File: config.mk
export PLATFORM = sky130hd
export DESIGN_NAME = utf8_stream_decoder_top
export DESIGN_NICKNAME = d
export VERILOG_FILES = /design/src/rtl/u8dec_pkg.sv /design/src/rtl/u8dec_front.sv /design/src/rtl/u8dec_fifo.sv /design/src/rtl/u8dec_back.sv /design/src/rtl/utf8_stream_decoder_top.sv
export SDC_FILE = /design/constraint.sdc
export NUM_CORES = 1
export LEC_CHECK = 0
export BUFFER_PORTS_ARGS = -buffer_cell sky130_fd_sc_hd__buf_2
export CORE_ASPECT_RATIO = 1.2
export CORE_MARGIN = 1
export CORE_UTILIZATION = 60
export CTS_CLUSTER_DIAMETER = 30
export DETAILED_ROUTE_END_ITERATION = 16
export PLACE_DENSITY = 0.8
export SYNTH_ARGS = -nofsm -noshare
export SYNTH_HDL_FRONTEND = slang
export SYNTH_SLANG_ARGS = --single-unit
File: constraint.sdc
create_clock -name clk_i -period 7 [get_ports clk_i]
set_input_delay 0.35 -clock clk_i [delete_from_list [all_inputs] [get_ports clk_i]]
set_output_delay 0.35 -clock clk_i [all_outputs]
set_load 0.05 [all_outputs]
File: src/rtl/u8dec_pkg.sv
// shared types and constants of the utf-8 stream decoder
package u8dec_pkg;

  localparam int unsigned ByteW   = 8;
  localparam int unsigned CpW     = 21;
  localparam int unsigned LenW    = 3;
  localparam int unsigned PayW    = 7;
  localparam int unsigned ContW   = 6;
  localparam int unsigned LeftW   = 2;
  localparam int unsigned QDepth  = 2;
  localparam int unsigned QPtrW   = 1;
  localparam int unsigned QCntW   = 2;

  // lead byte prefixes, tested on the top bits
  localparam logic [2:0] Lead2Pfx = 3'h6;
  localparam logic [3:0] Lead3Pfx = 4'hE;
  localparam logic [4:0] Lead4Pfx = 5'h1E;

  // payload masks
  localparam logic [PayW-1:0] Lead2Mask = 7'h1F;
  localparam logic [PayW-1:0] Lead3Mask = 7'h0F;
  localparam logic [PayW-1:0] Lead4Mask = 7'h07;
  localparam logic [PayW-1:0] ContMask  = 7'h3F;

  typedef enum logic [1:0] {
    KIND_LEAD = 2'd0,
    KIND_CONT = 2'd1,
    KIND_BAD  = 2'd2
  } kind_e;

  // one classified byte as it travels from front to back
  typedef struct packed {
    kind_e             kind;
    logic [PayW-1:0]   payload;
    logic [LenW-1:0]   seq_len;
    logic              last;
  } item_t;

endpackage

File: src/rtl/u8dec_front.sv
// front end: tracks continuation count and classifies each byte
module u8dec_front
  import u8dec_pkg::*;
(
  input  logic             clk_i,
  input  logic             rst_ni,
  input  logic             accept_i,
  input  logic [ByteW-1:0] byte_i,
  output item_t            item_o
);

  logic [LeftW-1:0] left_q, left_d;

  always_comb begin
    item_o = '{kind: KIND_BAD, payload: '0, seq_len: '0, last: 1'b1};
    left_d = left_q;
    if (left_q != '0) begin
      item_o.kind    = KIND_CONT;
      item_o.payload = byte_i[PayW-1:0] & ContMask;
      item_o.last    = (left_q == LeftW'(1));
      left_d         = left_q - LeftW'(1);
    end else if (byte_i[7] == 1'b0) begin
      item_o.kind    = KIND_LEAD;
      item_o.payload = byte_i[PayW-1:0];
      item_o.seq_len = LenW'(1);
      item_o.last    = 1'b1;
    end else if (byte_i[7:5] == Lead2Pfx) begin
      item_o.kind    = KIND_LEAD;
      item_o.payload = byte_i[PayW-1:0] & Lead2Mask;
      item_o.seq_len = LenW'(2);
      item_o.last    = 1'b0;
      left_d         = LeftW'(1);
    end else if (byte_i[7:4] == Lead3Pfx) begin
      item_o.kind    = KIND_LEAD;
      item_o.payload = byte_i[PayW-1:0] & Lead3Mask;
      item_o.seq_len = LenW'(3);
      item_o.last    = 1'b0;
      left_d         = LeftW'(2);
    end else if (byte_i[7:3] == Lead4Pfx) begin
      item_o.kind    = KIND_LEAD;
      item_o.payload = byte_i[PayW-1:0] & Lead4Mask;
      item_o.seq_len = LenW'(4);
      item_o.last    = 1'b0;
      left_d         = LeftW'(3);
    end
  end

  always_ff @(posedge clk_i or negedge rst_ni) begin
    if (!rst_ni) begin
      left_q <= '0;
    end else if (accept_i) begin
      left_q <= left_d;
    end
  end

endmodule

File: src/rtl/u8dec_fifo.sv
// short queue of classified bytes between front and back
module u8dec_fifo
  import u8dec_pkg::*;
(
  input  logic  clk_i,
  input  logic  rst_ni,
  input  logic  push_i,
  input  item_t item_i,
  output logic  full_o,
  input  logic  pop_i,
  output logic  valid_o,
  output item_t item_o
);

  item_t            mem_q [QDepth];
  logic [QPtrW-1:0] wr_q, rd_q;
  logic [QCntW-1:0] cnt_q, cnt_d;

  assign full_o  = (cnt_q == QCntW'(QDepth));
  assign valid_o = (cnt_q != '0);
  assign item_o  = mem_q[rd_q];

  always_comb begin
    cnt_d = cnt_q;
    if (push_i && !pop_i) begin
      cnt_d = cnt_q + QCntW'(1);
    end else if (!push_i && pop_i) begin
      cnt_d = cnt_q - QCntW'(1);
    end
  end

  always_ff @(posedge clk_i or negedge rst_ni) begin
    if (!rst_ni) begin
      wr_q  <= '0;
      rd_q  <= '0;
      cnt_q <= '0;
    end else begin
      cnt_q <= cnt_d;
      if (push_i) begin
        wr_q <= wr_q + QPtrW'(1);
      end
      if (pop_i) begin
        rd_q <= rd_q + QPtrW'(1);
      end
    end
  end

  always_ff @(posedge clk_i) begin
    if (push_i) begin
      mem_q[wr_q] <= item_i;
    end
  end

endmodule

File: src/rtl/u8dec_back.sv
// back end: accumulates payload bits and holds the result register
module u8dec_back
  import u8dec_pkg::*;
(
  input  logic            clk_i,
  input  logic            rst_ni,
  input  logic            valid_i,
  input  item_t           item_i,
  output logic            pop_o,
  output logic            out_valid_o,
  input  logic            out_ready_i,
  output logic [CpW-1:0]  cp_o,
  output logic [LenW-1:0] len_o,
  output logic            bad_o
);

  logic [CpW-1:0]  acc_q, acc_d;
  logic [LenW-1:0] len_q, len_d;
  logic            vld_q, vld_d;
  logic [CpW-1:0]  cp_q, cp_d;
  logic [LenW-1:0] olen_q, olen_d;
  logic            bad_q, bad_d;
  logic            slot_free;

  assign slot_free = !vld_q || out_ready_i;
  // items that produce no word never wait on the output side
  assign pop_o     = valid_i && (!item_i.last || slot_free);

  always_comb begin
    acc_d  = acc_q;
    len_d  = len_q;
    cp_d   = cp_q;
    olen_d = olen_q;
    bad_d  = bad_q;
    case (item_i.kind)
      KIND_LEAD: begin
        acc_d  = CpW'(item_i.payload);
        len_d  = item_i.seq_len;
        cp_d   = CpW'(item_i.payload);
        olen_d = item_i.seq_len;
        bad_d  = 1'b0;
      end
      KIND_CONT: begin
        acc_d  = {acc_q[CpW-ContW-1:0], item_i.payload[ContW-1:0]};
        cp_d   = acc_d;
        olen_d = len_q;
        bad_d  = 1'b0;
      end
      default: begin
        cp_d   = '0;
        olen_d = '0;
        bad_d  = 1'b1;
      end
    endcase
    vld_d = (vld_q && !out_ready_i) || (pop_o && item_i.last);
  end

  always_ff @(posedge clk_i or negedge rst_ni) begin
    if (!rst_ni) begin
      vld_q <= 1'b0;
    end else begin
      vld_q <= vld_d;
    end
  end

  always_ff @(posedge clk_i) begin
    if (pop_o) begin
      acc_q <= acc_d;
      len_q <= len_d;
    end
    if (pop_o && item_i.last) begin
      cp_q   <= cp_d;
      olen_q <= olen_d;
      bad_q  <= bad_d;
    end
  end

  assign out_valid_o = vld_q;
  assign cp_o        = cp_q;
  assign len_o       = olen_q;
  assign bad_o       = bad_q;

endmodule

File: src/rtl/utf8_stream_decoder_top.sv
// top level of the utf-8 stream decoder
//
// channel   dir  tdata                              tuser
// s_axis    in   [7:0] data_byte                    -
// m_axis    out  [20:0] char_code, [23:21] length   [0] bad_lead
//
// one byte word per cycle sustained while the output is not stalled; the front
// classifies a byte in the cycle it is accepted, and the back folds it into
// the accumulator once it leaves the two-entry queue between them
// a final byte is registered in the queue, its result word in the output register
// reset clears the continuation count, the queue and the output valid
// output stalls back up through the queue; lead and middle bytes keep
// flowing while a finished word waits in the output register
module utf8_stream_decoder_top
  import u8dec_pkg::*;
(
  input  logic        clk_i,
  input  logic        rst_ni,
  input  logic        s_axis_tvalid_i,
  output logic        s_axis_tready_o,
  input  logic [7:0]  s_axis_tdata_i,   // [7:0] data_byte
  output logic        m_axis_tvalid_o,
  input  logic        m_axis_tready_i,
  output logic [23:0] m_axis_tdata_o,   // [20:0] char_code, [23:21] char_length
  output logic        m_axis_tuser_o    // [0] bad_lead
);

  logic            in_acc;
  logic            q_full;
  logic            q_valid;
  logic            q_pop;
  item_t           fr_item;
  item_t           q_item;
  logic [CpW-1:0]  cp;
  logic [LenW-1:0] len;

  // front takes a byte whenever the queue has room
  assign s_axis_tready_o = !q_full;
  assign in_acc          = s_axis_tvalid_i && !q_full;

  u8dec_front u_front (
    .clk_i    (clk_i),
    .rst_ni   (rst_ni),
    .accept_i (in_acc),
    .byte_i   (s_axis_tdata_i),
    .item_o   (fr_item)
  );

  u8dec_fifo u_fifo (
    .clk_i   (clk_i),
    .rst_ni  (rst_ni),
    .push_i  (in_acc),
    .item_i  (fr_item),
    .full_o  (q_full),
    .pop_i   (q_pop),
    .valid_o (q_valid),
    .item_o  (q_item)
  );

  u8dec_back u_back (
    .clk_i       (clk_i),
    .rst_ni      (rst_ni),
    .valid_i     (q_valid),
    .item_i      (q_item),
    .pop_o       (q_pop),
    .out_valid_o (m_axis_tvalid_o),
    .out_ready_i (m_axis_tready_i),
    .cp_o        (cp),
    .len_o       (len),
    .bad_o       (m_axis_tuser_o)
  );

  // pack character code lowest, length above it
  assign m_axis_tdata_o = {len, cp};

endmodule
==> summary.md <==
| Metric | Value |
|---|---|
| Status | `finished, final reports clean` |
| Final hold viol count | `0` |
| Avg Inst Size Synth | `16.17 um^2` |
| Number of standard cells after synthesis | `191` |
| Clock Skews | `0.009543 ns` |
| Syn-to-layout area delta | `14.14%` |
| Via count | `1638` |
| Ant diodes | `0` |
| Cell taking the most area after synthesis | `edfxtp_1` |
| Post-Synth Simple-Gate Area | `13.74%` |
| Worst Path Arrival | `2.53 ns` |
| CP Launch Type | `flip-flop` |
| Crit. End Element | `flip-flop` |
| Max Slew Vio Count | `0` |
| Vias/cell | `around 5.4` |
| Yosys cell types | `37` |
| Worst slew pin tran | `1.178 ns` |
| Final nets | `249` |
| Clock transition at path regs | `0.07 ns` |
| Routability Congestion | `0.7325` |
| Vias in the first global route | `about 1600` |
| Worst skew pair latency | `around 0.34 ns` |
| Die Y | `80.59 um` |
| Initial antenna violation count | `0` |
| Post-detail-place hpwl | `3063 um` |
| Setup slack, reg-to-reg | `4.43 ns` |
| Worst reg2reg path depth | `2` |
| Largest family of logic cells by synthesized area | `simple AND/OR/NAND/NOR gates` |
| Synth Area in Compound Gates | `4.173%` |
| Final ANT Viol Nets | `0` |
| Unrepaired setup endpoints after global routing | `false` |
| Reg-to-Reg End | `u_back.acc_q[1]$_DFFE_PP_` |
| Max-cap violations | `0` |
| CTS tree | `yes` |
| Die width | `~67 um` |
| Post-synthesis xor/xnor area fraction | `1.135%` |
| # H-tree levels | `3` |
| Clk buf depth | `2` |
| Setup TNS | `0 ns` |
| Hold endpoint | `u_fifo.mem_q[0][5]$_DFFE_PP_` |
| Yosys top cell area share | `between 60% and 70%` |
| Clock period minus worst slack | `2.570 ns` |
| Reg-to-Reg Start | `u_fifo.rd_q$_DFFE_PN0P_` |
| First-pass DRT Iterations | `4` |
| Post-synthesis sequential area ratio | `between 70% and 80%` |
| Total gr overflow | `0` |
| DRC violations left | `0` |
| Mapped Area | `3088 um^2` |
| Rows | `28` |
| Slew HR | `21.37%` |
| Syn nets | `204` |
| Core Region | `4940 um^2` |
| CTS Buf Count | `9` |
| Ports | `39` |
| Worst hold path class | `in2reg` |
| Max Freq | `between 300 and 400 MHz` |
| Critical Path RT | `around 7 ns` |
| Fillers | `323` |
| Routed len/inst | `around 15 um` |
| Total track usage | `19.02%` |
| First-pass GRT wire length | `7093 um` |
| Port Buffers | `38` |
| DR iter-0 viols | `107` |
| Origin of the worst min-delay path | `s_axis_tdata_i[1]` |
| Final WL | `4646 um` |
| Tcrit/Tclk final | `36.71%` |
| Cells on Worst Hold Path | `2` |
| Post-CTS setup buffer count | `0` |
| Synth Register Bits | `76` |
| Synth Area in Adders | `0.4052%` |
| Mux share of post-synthesis cell area | `5.186%` |
| Largest net degree at the start of global routing | `28` |
| Synth warn | `0` |
| Setup violations, final | `0` |
| DIE AREA | `5439 um^2` |
| Starting Density | `62.51%` |
| Worst-path maximum fanout | `18` |
| Area contributors post-synth | `edfxtp_1 67%, dfrtp_1 5.7%, and2_4 4.0%, mux2_2 2.9%, mux2i_1 2.3%` |
| CP Class | `reg2reg` |
| Layout cells sized above 1 | `34.85%` |
| Clock root buffer | `clkbuf_8` |
| Sink Count | `76` |
layout by cell type (no fill, tap or decap), types with 3 or more instances in the layout:
master	netlist	routed
nor2b_1	9	9
edfxtp_1	69	69
o2bb2ai_1	4	4
mux2_2	8	8
dfrtp_1	7	7
inv_1	8	8
and2_4	14	14
nor2_1	9	8
mux2i_1	7	7
nand2_1	5	5
buf_2	0	38
clkbuf_8	0	9
a21oi_1	3	3
and2_1	6	6
and2_2	6	6
nand2b_1	3	3
sequential cells by signal, summed over array words and instances, names as in the netlist:
name	cells
u_fifo.wr_q	1
u_back.acc_q	15
u_front.left_q	2
u_fifo.rd_q	1
u_fifo.cnt_q	2
u_fifo.mem_q	26
u_back.len_o	3
u_back.out_valid_o	1
u_back.cp_o	21
u_back.bad_o	1
u_back.len_q	3
cell type report:
| type | instances | area, um^2 | area share (%) |
|---|---|---|---|
| clock buffers | 11 | 131.4 | 3.727 |
| multi-input cells | 102 | 763.2 | 21.65 |
| clock inverters | 5 | 77.57 | 2.201 |
| inverters | 8 | 30.03 | 0.8520 |
| flip-flops and latches | 76 | 2247 | 63.76 |
| well taps | 60 | 75.07 | 2.130 |
| repair buffers | 39 | 200.2 | 5.680 |
routing by layer:
layer	up-vias	wire length, um	global-route usage [%]	share of wire (%)
li1	786	-	-	-
met1	793	1869	21.31	40
met2	50	2464	31.09	53
met3	9	211	6.676	4.5
met4	0	101	10.21	2.2
met5	-	0	0	0
worst max-delay path: stages, from the launching register on:
cell and delay, ns:
dfrtp_1 0.80, mux2_2 0.49, nor2_1 0.89
worst max path at each step:
stage	from	endpoint	slack, ns	cells after the start
after floorplan	u_fifo.rd_q$_DFFE_PN0P_	u_back.bad_o$_DFFE_PP_	4.56	5
final	u_fifo.rd_q$_DFFE_PN0P_	u_back.acc_q[1]$_DFFE_PP_	4.43	2
after CTS	u_fifo.rd_q$_DFFE_PN0P_	u_back.cp_o[16]$_DFFE_PP_	4.36	3
after global routing	u_fifo.rd_q$_DFFE_PN0P_	u_back.cp_o[12]$_DFFE_PP_	4.20	3
after detailed placement	u_fifo.rd_q$_DFFE_PN0P_	u_back.acc_q[8]$_SDFFCE_PP0P_	4.43	2
after global placement	u_fifo.rd_q$_DFFE_PN0P_	u_back.acc_q[9]$_SDFFCE_PP0P_	4.50	2
logic make-up (layout without fill, tap and decap cells):
| kind of cell | after synthesis | in the layout |
|---|---|---|
| adder cells (fa/ha/maj) | 1 | 1 |
| multiplexers | 15 | 15 |
| flip-flops | 76 | 76 |
| AND/OR/NAND/NOR | 65 | 65 |
| buffers and inverters | 13 | 63 |
| XOR/XNOR | 4 | 4 |
| AO/OA/AOI/OAI | 17 | 17 |
metrics by stage:
step | hold WS (ns) | instances | cell area [um^2] | setup slack [ns] | utilization [%]
after floorplan | 0.05441 | 191 | 3088 | 4.559 | -
after global placement | 0.1936 | 284 | 3306 | 4.501 | 66.92
after detailed placement | 0.1986 | 284 | 3306 | 4.426 | 66.92
after CTS | 0.2950 | 301 | 3525 | 4.365 | 71.35
after global routing | 0.3111 | 301 | 3525 | 4.201 | 71.35
final | 0.3099 | 301 | 3525 | 4.430 | 71.35
Yosys cell counts:
cell type  count
edfxtp_1      69
and2_4        14
nor2_1         9
nor2b_1        9
inv_1          8
mux2_2         8
dfrtp_1        7
mux2i_1        7
and2_1         6
and2_2         6
nand2_1        5
buf_6          4
o2bb2ai_1      4
a21oi_1        3
nand2b_1       3
a21boi_0       2
nand3b_1       2
nor3_1         2
nor3b_1        2
or2_1          2
xnor2_1        2
xor2_1         2
a211o_1        1
a21o_1         1
a311oi_1       1
a32o_2         1
and3_1         1
clkbuf_2       1
ha_1           1
nand2b_2       1
nand3_1        1
nor3b_2        1
nor4_1         1
o2111ai_1      1
o211ai_1       1
o21ai_0        1
o22ai_1        1
timing repair:
item                                   CTS  global route
hold buffers                             1             0
endpoints found under the hold margin    7             0
gates resized for setup                  0             0
Power is not shown: default switching activity piles up to over one toggle a cycle in this logic, so the estimate is an artifact.
